### src/design/plti_pkg.sv
`timescale 1ns / 1ps
// Shared types and constants for the piecewise-linear table interpolation unit.
// No dependencies; compiled first.

package plti_pkg;

    // Default sizing, handed to the top level parameters
    localparam int PLTI_MAX_ENTRIES = 16;
    localparam int PLTI_FRAC_BITS   = 16;

    // Fixed field widths
    localparam int DATA_W     = 32;
    localparam int IDX_W      = 4;
    localparam int COUNT_W    = 5;
    localparam int STATUS_W   = 3;
    localparam int PADDR_W    = 3;
    localparam int PDATA_W    = 32;

    // Item opcodes
    localparam logic OP_WRITE = 1'b0;
    localparam logic OP_QUERY = 1'b1;

    // Result status codes
    localparam logic [STATUS_W-1:0] ST_INTERP = 3'd0;
    localparam logic [STATUS_W-1:0] ST_LOW    = 3'd1;
    localparam logic [STATUS_W-1:0] ST_HIGH   = 3'd2;
    localparam logic [STATUS_W-1:0] ST_EMPTY  = 3'd3;
    localparam logic [STATUS_W-1:0] ST_WRITE  = 3'd4;

    // Register index (word address paddr[2])
    localparam logic REG_ENTRY_COUNT = 1'b0;

    typedef struct packed {
        logic                     op;
        logic [IDX_W-1:0]         entry_index;
        logic signed [DATA_W-1:0] entry_breakpoint;
        logic signed [DATA_W-1:0] entry_value;
        logic signed [DATA_W-1:0] query_value;
    } t_in_item;

    typedef struct packed {
        logic signed [DATA_W-1:0] result_value;
        logic [STATUS_W-1:0]      status;
    } t_out_item;

endpackage

### src/design/plti_if.sv
`timescale 1ns / 1ps
// Valid/ready stream interfaces for the input and result channels.
// Depends on plti_pkg for the payload types.

interface plti_in_if import plti_pkg::*; ();
    logic     valid;
    logic     ready;
    t_in_item data;

    modport source (output valid, output data, input ready);
    modport sink   (input valid, input data, output ready);
endinterface

interface plti_out_if import plti_pkg::*; ();
    logic      valid;
    logic      ready;
    t_out_item data;

    modport source (output valid, output data, input ready);
    modport sink   (input valid, input data, output ready);
endinterface

### src/design/piecewise_linear_table_interp_unit.sv
`timescale 1ns / 1ps
// Clamped piecewise-linear lookup over a breakpoint/value table, signed fixed point.
// Top level; depends on plti_pkg and the stream interfaces in plti_if.sv.
//
// One item is handled at a time, all arithmetic going through one shared
// adder/subtractor under a small sequencer, so latency follows the number of
// adder operations. A write item stores one entry and its result (status
// write done) is registered on the cycle after acceptance, as is the answer
// to a query on an empty table. A low clamp is decided in S_CHK_LO, a high
// clamp in S_CHK_HI. An interpolating query scans k entries (1 up to
// MAX_ENTRIES-1) for the bracket, forms b1-b0 and q-b0, divides, forms
// v1-v0 and its magnitude, multiplies and applies the step to v0. The
// breakpoint and value tables have one write port and a registered read
// port, one entry per cycle during the bracket scan; the quotient is found by
// restoring division one bit per cycle and the product by shift-and-add one
// bit per cycle. The input is ready only when the sequencer is idle and the
// result register is free or being emptied. entry_count lives at byte address
// 0 of the APB port; counts above MAX_ENTRIES act as MAX_ENTRIES. Table entries
// hold no reset value and must be written before a query reaches them.

module piecewise_linear_table_interp_unit import plti_pkg::*; #(
    parameter int MAX_ENTRIES = PLTI_MAX_ENTRIES,
    parameter int FRAC_BITS   = PLTI_FRAC_BITS
) (
    input  logic               i_clk,
    input  logic               i_rst_n,
    plti_in_if.sink            i_in,
    plti_out_if.source         o_out,
    input  logic               psel,
    input  logic               penable,
    input  logic               pwrite,
    input  logic [PADDR_W-1:0] paddr,
    input  logic [PDATA_W-1:0] pwdata,
    output logic [PDATA_W-1:0] prdata,
    output logic               pready
);

    localparam int AW     = $clog2(MAX_ENTRIES);
    localparam int CW     = $clog2(MAX_ENTRIES + 1);
    localparam int QW     = FRAC_BITS + 1;
    localparam int SCW    = $clog2(FRAC_BITS + 1);
    // wide enough for the full ratio * |dv| magnitude plus a sign bit
    localparam int ALU_W  = FRAC_BITS + 35;
    localparam logic [QW-1:0] QUO_ONE = {1'b1, {FRAC_BITS{1'b0}}};

    // Sequencer states
    localparam logic [3:0] S_IDLE   = 4'd0;
    localparam logic [3:0] S_CHK_LO = 4'd1;
    localparam logic [3:0] S_CHK_HI = 4'd2;
    localparam logic [3:0] S_SCAN   = 4'd3;
    localparam logic [3:0] S_DEN    = 4'd4;
    localparam logic [3:0] S_DIFF   = 4'd5;
    localparam logic [3:0] S_DIV    = 4'd6;
    localparam logic [3:0] S_DV     = 4'd7;
    localparam logic [3:0] S_ABS    = 4'd8;
    localparam logic [3:0] S_MUL    = 4'd9;
    localparam logic [3:0] S_FIN    = 4'd10;

    // ------------------------------------------------------------------
    // Configuration register
    // ------------------------------------------------------------------
    logic [COUNT_W-1:0] r_count;
    logic               apb_wr;

    assign pready = 1'b1;
    assign apb_wr = psel && penable && pwrite;
    assign prdata = (paddr[2] == REG_ENTRY_COUNT) ? PDATA_W'(r_count) : '0;

    always_ff @(posedge i_clk) begin
        if (!i_rst_n) begin
            r_count <= '0;
        end else if (apb_wr && paddr[2] == REG_ENTRY_COUNT) begin
            r_count <= pwdata[COUNT_W-1:0];
        end
    end

    // effective count, clamped to the table depth
    logic [CW-1:0] count_eff;
    always_comb begin
        if (32'(r_count) > MAX_ENTRIES) begin
            count_eff = CW'(MAX_ENTRIES);
        end else begin
            count_eff = CW'(r_count);
        end
    end

    // ------------------------------------------------------------------
    // Sequencer registers
    // ------------------------------------------------------------------
    logic [3:0]               r_state, n_state;
    logic [AW-1:0]            r_addr, n_addr;
    logic [AW-1:0]            r_last, n_last;
    logic signed [DATA_W-1:0] r_q, n_q;
    logic signed [DATA_W-1:0] r_b0, n_b0;
    logic signed [DATA_W-1:0] r_v0, n_v0;
    logic signed [DATA_W-1:0] r_b1, n_b1;
    logic signed [DATA_W-1:0] r_v1, n_v1;
    logic [DATA_W-1:0]        r_den, n_den;
    logic [DATA_W-1:0]        r_rem, n_rem;
    logic [QW-1:0]            r_quo, n_quo;
    logic [SCW-1:0]           r_cnt, n_cnt;
    logic [DATA_W:0]          r_dv, n_dv;     // v1-v0, then its magnitude
    logic                     r_neg, n_neg;
    logic [ALU_W-1:0]         r_acc, n_acc;
    logic                     r_out_valid, n_out_valid;
    t_out_item                r_out_data, n_out_data;

    logic in_acc;
    logic tbl_we;
    logic [AW-1:0] tbl_waddr;

    assign i_in.ready = (r_state == S_IDLE) && (!r_out_valid || o_out.ready);
    assign in_acc     = i_in.valid && i_in.ready;
    assign o_out.valid = r_out_valid;
    assign o_out.data  = r_out_data;

    // writes past the table are dropped but still acknowledged
    assign tbl_we    = in_acc && (i_in.data.op == OP_WRITE)
                       && (32'(i_in.data.entry_index) < MAX_ENTRIES);
    assign tbl_waddr = AW'(i_in.data.entry_index);

    // ------------------------------------------------------------------
    // Table memories: one write, one registered read per cycle
    // ------------------------------------------------------------------
    logic signed [DATA_W-1:0] r_bp_mem  [MAX_ENTRIES];
    logic signed [DATA_W-1:0] r_val_mem [MAX_ENTRIES];
    logic signed [DATA_W-1:0] r_bp_rd;
    logic signed [DATA_W-1:0] r_val_rd;

    always_ff @(posedge i_clk) begin
        if (tbl_we) begin
            r_bp_mem[tbl_waddr]  <= i_in.data.entry_breakpoint;
            r_val_mem[tbl_waddr] <= i_in.data.entry_value;
        end
        r_bp_rd  <= r_bp_mem[n_addr];
        r_val_rd <= r_val_mem[n_addr];
    end

    // ------------------------------------------------------------------
    // Shared adder/subtractor
    // ------------------------------------------------------------------
    logic [ALU_W-1:0] alu_a, alu_b, alu_sum;
    logic             alu_sub;
    logic             alu_neg;
    logic [DATA_W:0]  div_t;

    assign alu_sum = alu_sub ? (alu_a - alu_b) : (alu_a + alu_b);
    assign alu_neg = alu_sum[ALU_W-1];
    // partial remainder: first step unshifted (integer bit of the ratio)
    assign div_t   = (r_cnt == '0) ? {1'b0, r_rem} : {r_rem, 1'b0};

    always_comb begin
        n_state     = r_state;
        n_addr      = r_addr;
        n_last      = r_last;
        n_q         = r_q;
        n_b0        = r_b0;
        n_v0        = r_v0;
        n_b1        = r_b1;
        n_v1        = r_v1;
        n_den       = r_den;
        n_rem       = r_rem;
        n_quo       = r_quo;
        n_cnt       = r_cnt;
        n_dv        = r_dv;
        n_neg       = r_neg;
        n_acc       = r_acc;
        n_out_valid = r_out_valid;
        n_out_data  = r_out_data;
        alu_a       = '0;
        alu_b       = '0;
        alu_sub     = 1'b1;

        if (o_out.valid && o_out.ready) begin
            n_out_valid = 1'b0;
        end

        case (r_state)
            S_IDLE: begin
                if (in_acc) begin
                    if (i_in.data.op == OP_WRITE) begin
                        n_out_valid             = 1'b1;
                        n_out_data.result_value = '0;
                        n_out_data.status       = ST_WRITE;
                    end else if (count_eff == '0) begin
                        n_out_valid             = 1'b1;
                        n_out_data.result_value = '0;
                        n_out_data.status       = ST_EMPTY;
                    end else begin
                        n_q     = i_in.data.query_value;
                        n_last  = AW'(count_eff - CW'(1));
                        n_addr  = '0;
                        n_state = S_CHK_LO;
                    end
                end
            end

            // q <= bp[0] ?
            S_CHK_LO: begin
                alu_a = ALU_W'(r_bp_rd);
                alu_b = ALU_W'(r_q);
                if (!alu_neg) begin
                    n_out_valid             = 1'b1;
                    n_out_data.result_value = r_val_rd;
                    n_out_data.status       = ST_LOW;
                    n_state                 = S_IDLE;
                end else begin
                    n_b0    = r_bp_rd;
                    n_v0    = r_val_rd;
                    n_addr  = r_last;
                    n_state = S_CHK_HI;
                end
            end

            // q >= bp[last] ?
            S_CHK_HI: begin
                alu_a = ALU_W'(r_q);
                alu_b = ALU_W'(r_bp_rd);
                if (!alu_neg) begin
                    n_out_valid             = 1'b1;
                    n_out_data.result_value = r_val_rd;
                    n_out_data.status       = ST_HIGH;
                    n_state                 = S_IDLE;
                end else begin
                    n_addr  = AW'(1);
                    n_state = S_SCAN;
                end
            end

            // first entry with bp >= q, stopping at the last one
            S_SCAN: begin
                alu_a = ALU_W'(r_bp_rd);
                alu_b = ALU_W'(r_q);
                if (!alu_neg || r_addr == r_last) begin
                    n_b1    = r_bp_rd;
                    n_v1    = r_val_rd;
                    n_state = S_DEN;
                end else begin
                    n_b0   = r_bp_rd;
                    n_v0   = r_val_rd;
                    n_addr = r_addr + AW'(1);
                end
            end

            S_DEN: begin
                alu_a   = ALU_W'(r_b1);
                alu_b   = ALU_W'(r_b0);
                n_den   = alu_sum[DATA_W-1:0];
                n_state = S_DIFF;
            end

            S_DIFF: begin
                alu_a   = ALU_W'(r_q);
                alu_b   = ALU_W'(r_b0);
                n_rem   = alu_sum[DATA_W-1:0];
                n_cnt   = '0;
                n_quo   = '0;
                n_state = S_DIV;
            end

            // restoring division, one quotient bit per cycle
            S_DIV: begin
                alu_a = ALU_W'(div_t);
                alu_b = ALU_W'(r_den);
                if (!alu_neg) begin
                    n_rem = alu_sum[DATA_W-1:0];
                end else begin
                    n_rem = div_t[DATA_W-1:0];
                end
                n_quo = {r_quo[QW-2:0], ~alu_neg};
                if (r_cnt == SCW'(FRAC_BITS)) begin
                    n_state = S_DV;
                end else begin
                    n_cnt = r_cnt + SCW'(1);
                end
            end

            S_DV: begin
                alu_a   = ALU_W'(r_v1);
                alu_b   = ALU_W'(r_v0);
                n_dv    = alu_sum[DATA_W:0];
                n_neg   = alu_neg;
                n_state = S_ABS;
            end

            S_ABS: begin
                if (r_neg) begin
                    alu_a = '0;
                    alu_b = ALU_W'(signed'(r_dv));
                end else begin
                    alu_a   = ALU_W'(signed'(r_dv));
                    alu_sub = 1'b0;
                end
                n_dv    = alu_sum[DATA_W:0];
                n_acc   = '0;
                n_cnt   = '0;
                n_state = S_MUL;
            end

            // shift-and-add, ratio MSB first
            S_MUL: begin
                alu_a   = {r_acc[ALU_W-2:0], 1'b0};
                alu_b   = r_quo[QW-1] ? ALU_W'(r_dv) : '0;
                alu_sub = 1'b0;
                n_acc   = alu_sum;
                n_quo   = {r_quo[QW-2:0], 1'b0};
                if (r_cnt == SCW'(FRAC_BITS)) begin
                    n_state = S_FIN;
                end else begin
                    n_cnt = r_cnt + SCW'(1);
                end
            end

            // v0 +/- truncated step
            S_FIN: begin
                alu_a                   = ALU_W'(r_v0);
                alu_b                   = ALU_W'(r_acc >> FRAC_BITS);
                alu_sub                 = r_neg;
                n_out_valid             = 1'b1;
                n_out_data.result_value = alu_sum[DATA_W-1:0];
                n_out_data.status       = ST_INTERP;
                n_state                 = S_IDLE;
            end

            default: begin
                n_state = S_IDLE;
            end
        endcase
    end

    always_ff @(posedge i_clk) begin
        if (!i_rst_n) begin
            r_state     <= S_IDLE;
            r_out_valid <= 1'b0;
            r_addr      <= '0;
        end else begin
            r_state     <= n_state;
            r_out_valid <= n_out_valid;
            r_addr      <= n_addr;
        end
    end

    always_ff @(posedge i_clk) begin
        r_last     <= n_last;
        r_q        <= n_q;
        r_b0       <= n_b0;
        r_v0       <= n_v0;
        r_b1       <= n_b1;
        r_v1       <= n_v1;
        r_den      <= n_den;
        r_rem      <= n_rem;
        r_quo      <= n_quo;
        r_cnt      <= n_cnt;
        r_dv       <= n_dv;
        r_neg      <= n_neg;
        r_acc      <= n_acc;
        r_out_data <= n_out_data;
    end

    // ------------------------------------------------------------------
    // Assertions
    // ------------------------------------------------------------------
    logic signed [DATA_W-1:0] fin_res;
    logic                     fin_between;

    assign fin_res     = alu_sum[DATA_W-1:0];
    assign fin_between = ((fin_res >= r_v0) && (fin_res <= r_v1))
                         || ((fin_res <= r_v0) && (fin_res >= r_v1));

    // write item answers on the next cycle
    a_write_ack: assert property (@(posedge i_clk) disable iff (!i_rst_n)
        (in_acc && i_in.data.op == OP_WRITE) |=>
        (o_out.valid && o_out.data.status == ST_WRITE && o_out.data.result_value == '0))
        else $error("write item not acknowledged");

    // the bracket always has b0 < b1, so the divisor is nonzero
    a_den_nonzero: assert property (@(posedge i_clk) disable iff (!i_rst_n)
        (r_state == S_DIFF) |-> (r_den != '0))
        else $error("zero divisor");

    // ratio never exceeds one
    a_ratio_range: assert property (@(posedge i_clk) disable iff (!i_rst_n)
        (r_state == S_DV) |-> (r_quo <= QUO_ONE))
        else $error("ratio above one");

    // interpolated result stays between the bracketing values
    a_result_between: assert property (@(posedge i_clk) disable iff (!i_rst_n)
        (r_state == S_FIN) |-> fin_between)
        else $error("interpolated result out of bracket");

endmodule

### src/flat_wrapper.sv
// flat-port wrapper written by rule: the top's interface ports become plain ports
module piecewise_linear_table_interp_unit_flat import plti_pkg::*;
#(
    parameter int MAX_ENTRIES = PLTI_MAX_ENTRIES,
    parameter int FRAC_BITS   = PLTI_FRAC_BITS
)
  (i_clk, i_rst_n, psel, penable, pwrite, paddr, pwdata, prdata, pready, i_in_valid, i_in_data, i_in_ready, o_out_valid, o_out_data, o_out_ready);
  plti_in_if i_in_i ();
  plti_out_if o_out_i ();
  input  logic i_clk;
  input  logic i_rst_n;
  input  logic psel;
  input  logic penable;
  input  logic pwrite;
  input  logic [PADDR_W-1:0] paddr;
  input  logic [PDATA_W-1:0] pwdata;
  output logic [PDATA_W-1:0] prdata;
  output logic pready;
  input wire logic [$bits(i_in_i.valid)-1:0] i_in_valid;
  input wire logic [$bits(i_in_i.data)-1:0] i_in_data;
  output wire logic [$bits(i_in_i.ready)-1:0] i_in_ready;
  output wire logic [$bits(o_out_i.valid)-1:0] o_out_valid;
  output wire logic [$bits(o_out_i.data)-1:0] o_out_data;
  input wire logic [$bits(o_out_i.ready)-1:0] o_out_ready;
  assign i_in_i.valid = i_in_valid;
  assign i_in_i.data = i_in_data;
  assign i_in_ready = i_in_i.ready;
  assign o_out_valid = o_out_i.valid;
  assign o_out_data = o_out_i.data;
  assign o_out_i.ready = o_out_ready;
  piecewise_linear_table_interp_unit #(.MAX_ENTRIES(MAX_ENTRIES), .FRAC_BITS(FRAC_BITS)) u_core (.i_clk(i_clk), .i_rst_n(i_rst_n), .i_in(i_in_i), .o_out(o_out_i), .psel(psel), .penable(penable), .pwrite(pwrite), .paddr(paddr), .pwdata(pwdata), .prdata(prdata), .pready(pready));
endmodule
### config.mk
export PLATFORM = sky130hd
export DESIGN_NAME = piecewise_linear_table_interp_unit_flat
export DESIGN_NICKNAME = d
export VERILOG_FILES = /design/src/design/plti_pkg.sv /design/src/design/plti_if.sv /design/src/design/piecewise_linear_table_interp_unit.sv /design/src/flat_wrapper.sv
export SDC_FILE = /design/constraint.sdc
export NUM_CORES = 2
export LEC_CHECK = 0
export BUFFER_PORTS_ARGS = -buffer_cell sky130_fd_sc_hd__buf_2
export CAP_MARGIN = 40
export CELL_PAD_IN_SITES_DETAIL_PLACEMENT = 1
export CELL_PAD_IN_SITES_GLOBAL_PLACEMENT = 1
export CORE_MARGIN = 2
export CORE_UTILIZATION = 52
export DETAILED_ROUTE_END_ITERATION = 16
export PLACE_DENSITY = 0.82
export SLEW_MARGIN = 25
export SYNTH_ARGS = -nofsm -noshare
export SYNTH_HDL_FRONTEND = slang
export SYNTH_SLANG_ARGS = --single-unit
### constraint.sdc
create_clock -name i_clk -period 10.71 [get_ports i_clk]
set_clock_uncertainty 0.2 [all_clocks]
set_input_delay 0.5355 -clock i_clk [delete_from_list [all_inputs] [get_ports i_clk]]
set_output_delay 0.5355 -clock i_clk [all_outputs]
set_load 0.01 [all_outputs]
==> impl_results.md <==
- Status: completed
- RSZ-0062 raised after global routing: no
- Core Box Area: 117800 µm²
- Max-slew violation count: 0
- Power Internal: 14.17 mW
- Worst-path clk slew: 0.07 ns
- Row count: 126
- Number of synthesized flops with an enable pin: 1394
- Final Hold Slack: 0.03758 ns
- Synth top area cells: edfxtp_1 (68%), a21oi_1 (5.8%), nand2_1 (4.9%)
- Clock sinks: 1472
- Library cells used by synthesis: 79
- Synthesized instance count: 4688
- Vias per cell: 6.812
- LEAKAGE: 25.71 nW
- CTS tree: done
- RR Startpoint: u_core.r_state[0]
- Latest clock arrival within the worst-skew pair: 0.82 ns
- Synth warn: 0
- Met1 usage: 0.4257
- Worst hold start: i_in_data[96]
- GR peak layer: met2
- Drt first pass iters: 14
- Fin crit period: 9.611 ns
- Total grt overflow: 0
- GRT met2 Usage: 0.5628
- Setup TNS: 0 ns
- R2R depth: 31
- Setup bufs post-CTS: 0
- Clk pwr share: 0.207
- CTS H-tree lvls: 4
- Root buf cell: clkbuf_16
- Detailed Route Iter0 Violations: 6684
- Initial Utilization: 0.5227
- Sequential Power Share: 0.312
- Worst Tran Pin Value: 1.027 ns
- Worst setup SP type: flip-flop
- Pwr Density: 355.7 nW/µm²
- Drt wl/cell: 32.66 µm
- Final routed DRC violation total: 0
- Synth async-reset ratio: 0
- Vias in the first global route: 46891
- FMAX: 104.1 MHz
- Flops & latches, synth: 1472
- Hold WC Path Type: input port to flip-flop
- Final Total Pwr: 25.25 mW
- Final non-filler cell area: 70990 µm²
- Final period utilization: 0.8974
- Slew margin rel.: 0.3127
- Syn_area_per_cell: 13.13 µm²
- Critical Path RT: 11.25 ns
- Synth-to-layout area growth: 15.33%
- Worst Path Class, Setup: flip-flop to flip-flop
- Placed instance area: 65140 µm²
- Critical path's largest stage delay: 0.60 ns
- Inserted Clock Buffers: 151
- Die Y: 348.1 µm
- Net switching power: 11.08 mW
- Nets@finish: 5177
- Routability congestion estimate: 0.9544
- Clock Tree Buf Depth: 3
- Final core utilization: 0.6028
- Pin count of the biggest net entering global routing: 80
- Share of Yosys cell area claimed by the top area cell type: 0.6800
- Initial antenna violation count: 25
- CP Capture Type: flip-flop
- Filler cells: 11195
- Largest area contributor in the netlist: edfxtp_1
- Post-DP HPWL: 126300 µm
- Layout cells sized above 1: 0.1250
- # Max-Cap Violations: 0
- First-pass GRT wire length: 312400 µm
- Worst hold endpoint: u_core.r_bp_mem[4][25]
- CP most frequent cell: a21oi_1
- Number of hold violations in the final report: 0
- CP arrival: 10.15 ns
- GRT Total Usage: 0.3522
- Grt met3 use: 0.09556
- Final setup viols: 0
- Die area: 121100 µm²
- Post-Route WL: 217200 µm
- R2R Setup Slk: 1.10 ns
- Die extent in x: 348.1 µm
- Vias post-DR: 45302
- Switching portion of total power: 0.4389
- Seq/Total Area, Yosys: 0.7054
- CP max FO: 44
- VDD IR max: 0.2778 mV
- Antenna Nets Post-Route: 0
- Combinational power share: 0.481
- Port bufs: 155
- Synth Flop Type: edfxtp_1
- Worst R2R End: u_core.r_val_rd[31]
- Synthesized area: 61560 µm²
- Worst hold stages: 2
- Num ports: 213
- Crit-path slowest cell: or4b_1
## synthesized netlist by cell type (10+ instances only)
| cell type | number |
|---|---|
| edfxtp_1 | 1394 |
| nand2_1 | 811 |
| a21oi_1 | 713 |
| a22oi_1 | 339 |
| buf_2 | 162 |
| o21ai_0 | 125 |
| clkbuf_1 | 119 |
| nor2_1 | 114 |
| dfxtp_1 | 78 |
| a222oi_1 | 62 |
| ha_1 | 56 |
| and2_1 | 52 |
| xnor2_1 | 45 |
| mux2i_1 | 43 |
| nand3_1 | 43 |
| xor2_1 | 43 |
| a21o_1 | 40 |
| a22o_1 | 36 |
| inv_1 | 34 |
| nand3b_1 | 34 |
| buf_4 | 33 |
| nand2b_1 | 25 |
| buf_1 | 22 |
| nor2b_1 | 22 |
| nor3_1 | 18 |
| and3_1 | 15 |
| mux2_2 | 14 |
| a32oi_1 | 12 |
| nand4_1 | 12 |
| a211oi_1 | 11 |
| a31oi_1 | 10 |
## metrics by stage
stage,worst slack [ns],cells
5_1_grt,0.7297,6642
2_1_floorplan,0.9041,4714
6_report,1.099,6650
4_1_cts,1.201,6633
3_5_place_dp,1.377,6252
3_3_place_gp,1.524,6237
## layout make-up
class | count | area, µm² | area share
Sequential cell | 1472 | 43430 | 0.6117
Tap cell | 1536 | 1922 | 0.02707
Clock buffer | 215 | 4234 | 0.05964
Timing Repair Buffer | 446 | 3908 | 0.05504
Antenna cell | 12 | 30.03 | 0.0004230
Inverter | 35 | 131.4 | 0.001851
Multi-Input combinational cell | 2871 | 16830 | 0.2371
Clock inverter | 63 | 508.0 | 0.007156
## placed cells by master, fill, tap and decap left out, drive strengths merged, types with 15 or more instances in the layout
cell type,n
xor2,43
nor2,114
clkbuf,218
dfxtp,78
clkinv,41
buf,340
a222oi,62
dlygate4sd3,103
a22o,36
ha,56
nand2b,25
and3,15
a21oi,713
nand3,43
nand3b,34
xnor2,45
edfxtp,1394
nor3,18
inv,45
o21ai,126
conb,28
nand2,811
nor2b,22
a22oi,339
mux2,16
a21o,40
mux2i,43
and2,54
## logic make-up after synthesis
family,after synthesis,share of synthesized area
flops,1472,0.7054
compound gates,1436,0.1466
fa+ha+maj,57,0.01171
mux,59,0.009980
buf+inv,371,0.02793
xor+xnor,88,0.01252
simple gates,1203,0.08578
other cells,2,0.0001220
## critical path: cells and delay by family, from the launching register on
kind	cells	cell delay, ns
AO/OA/AOI/OAI	13	3.41
AND/OR/NAND/NOR	10	2.62
buffers and inverters	5	1.59
XOR/XNOR	2	0.70
flip-flops	1	0.54
adder cells (fa/ha/maj)	1	0.38
## power by group through the flow
stage / clock network (mW) / registers [mW] / logic, mW
finish: 5.22 / 7.88 / 12.1
global placement: 0 / 7.89 / 10.7
CTS: 5.19 / 7.82 / 11.7
detailed placement: 0 / 7.92 / 11.3
floorplan: 0 / 7.63 / 7.16
global route: 5.42 / 7.87 / 12.8
## layer usage
layer / wire length [µm] / vias up
met3: 24750 / 894
met4: 14870 / 24
met5: 154 / -
met2: 102000 / 3286
li1: - / 18407
met1: 75450 / 22691
## flip-flops by register name (all words and copies together) (netlist names), 17 cells and up
name	count
u_core.r_rem	32
u_core.r_v1	32
u_core.r_v0	32
u_core.r_b1	32
u_core.r_b0	32
u_core.r_den	32
u_core.r_val_rd	32
u_core.o_out.data	35
u_core.r_val_mem	512
u_core.r_bp_mem	512
u_core.r_q	32
u_core.r_acc	51
u_core.r_bp_rd	32
u_core.r_quo	17
u_core.r_dv	33
## repair_timing
item | CTS | global route
endpoints found under the hold margin | 1063 | 0
endpoints found under the setup margin | 0 | 0
gates resized for setup | 0 | 0
hold buffers | 103 | 0
## how the worst max path moves through the flow
stage / startpoint / end / slack (ns) / cells after the start
finish: u_core.r_state[0] / u_core.r_val_rd[31] / 1.10 / 31
floorplan: u_core.r_state[3] / u_core.r_b1[0] / 0.90 / 24
global placement: u_core.r_state[0] / u_core.r_bp_rd[28] / 1.52 / 31
global route: u_core.r_state[0] / u_core.r_val_rd[11] / 0.73 / 31
CTS: u_core.r_state[0] / u_core.r_val_rd[31] / 1.20 / 30
detailed placement: u_core.r_state[0] / u_core.r_val_rd[11] / 1.38 / 31
Note: power is estimated with default switching activity, not from simulation.
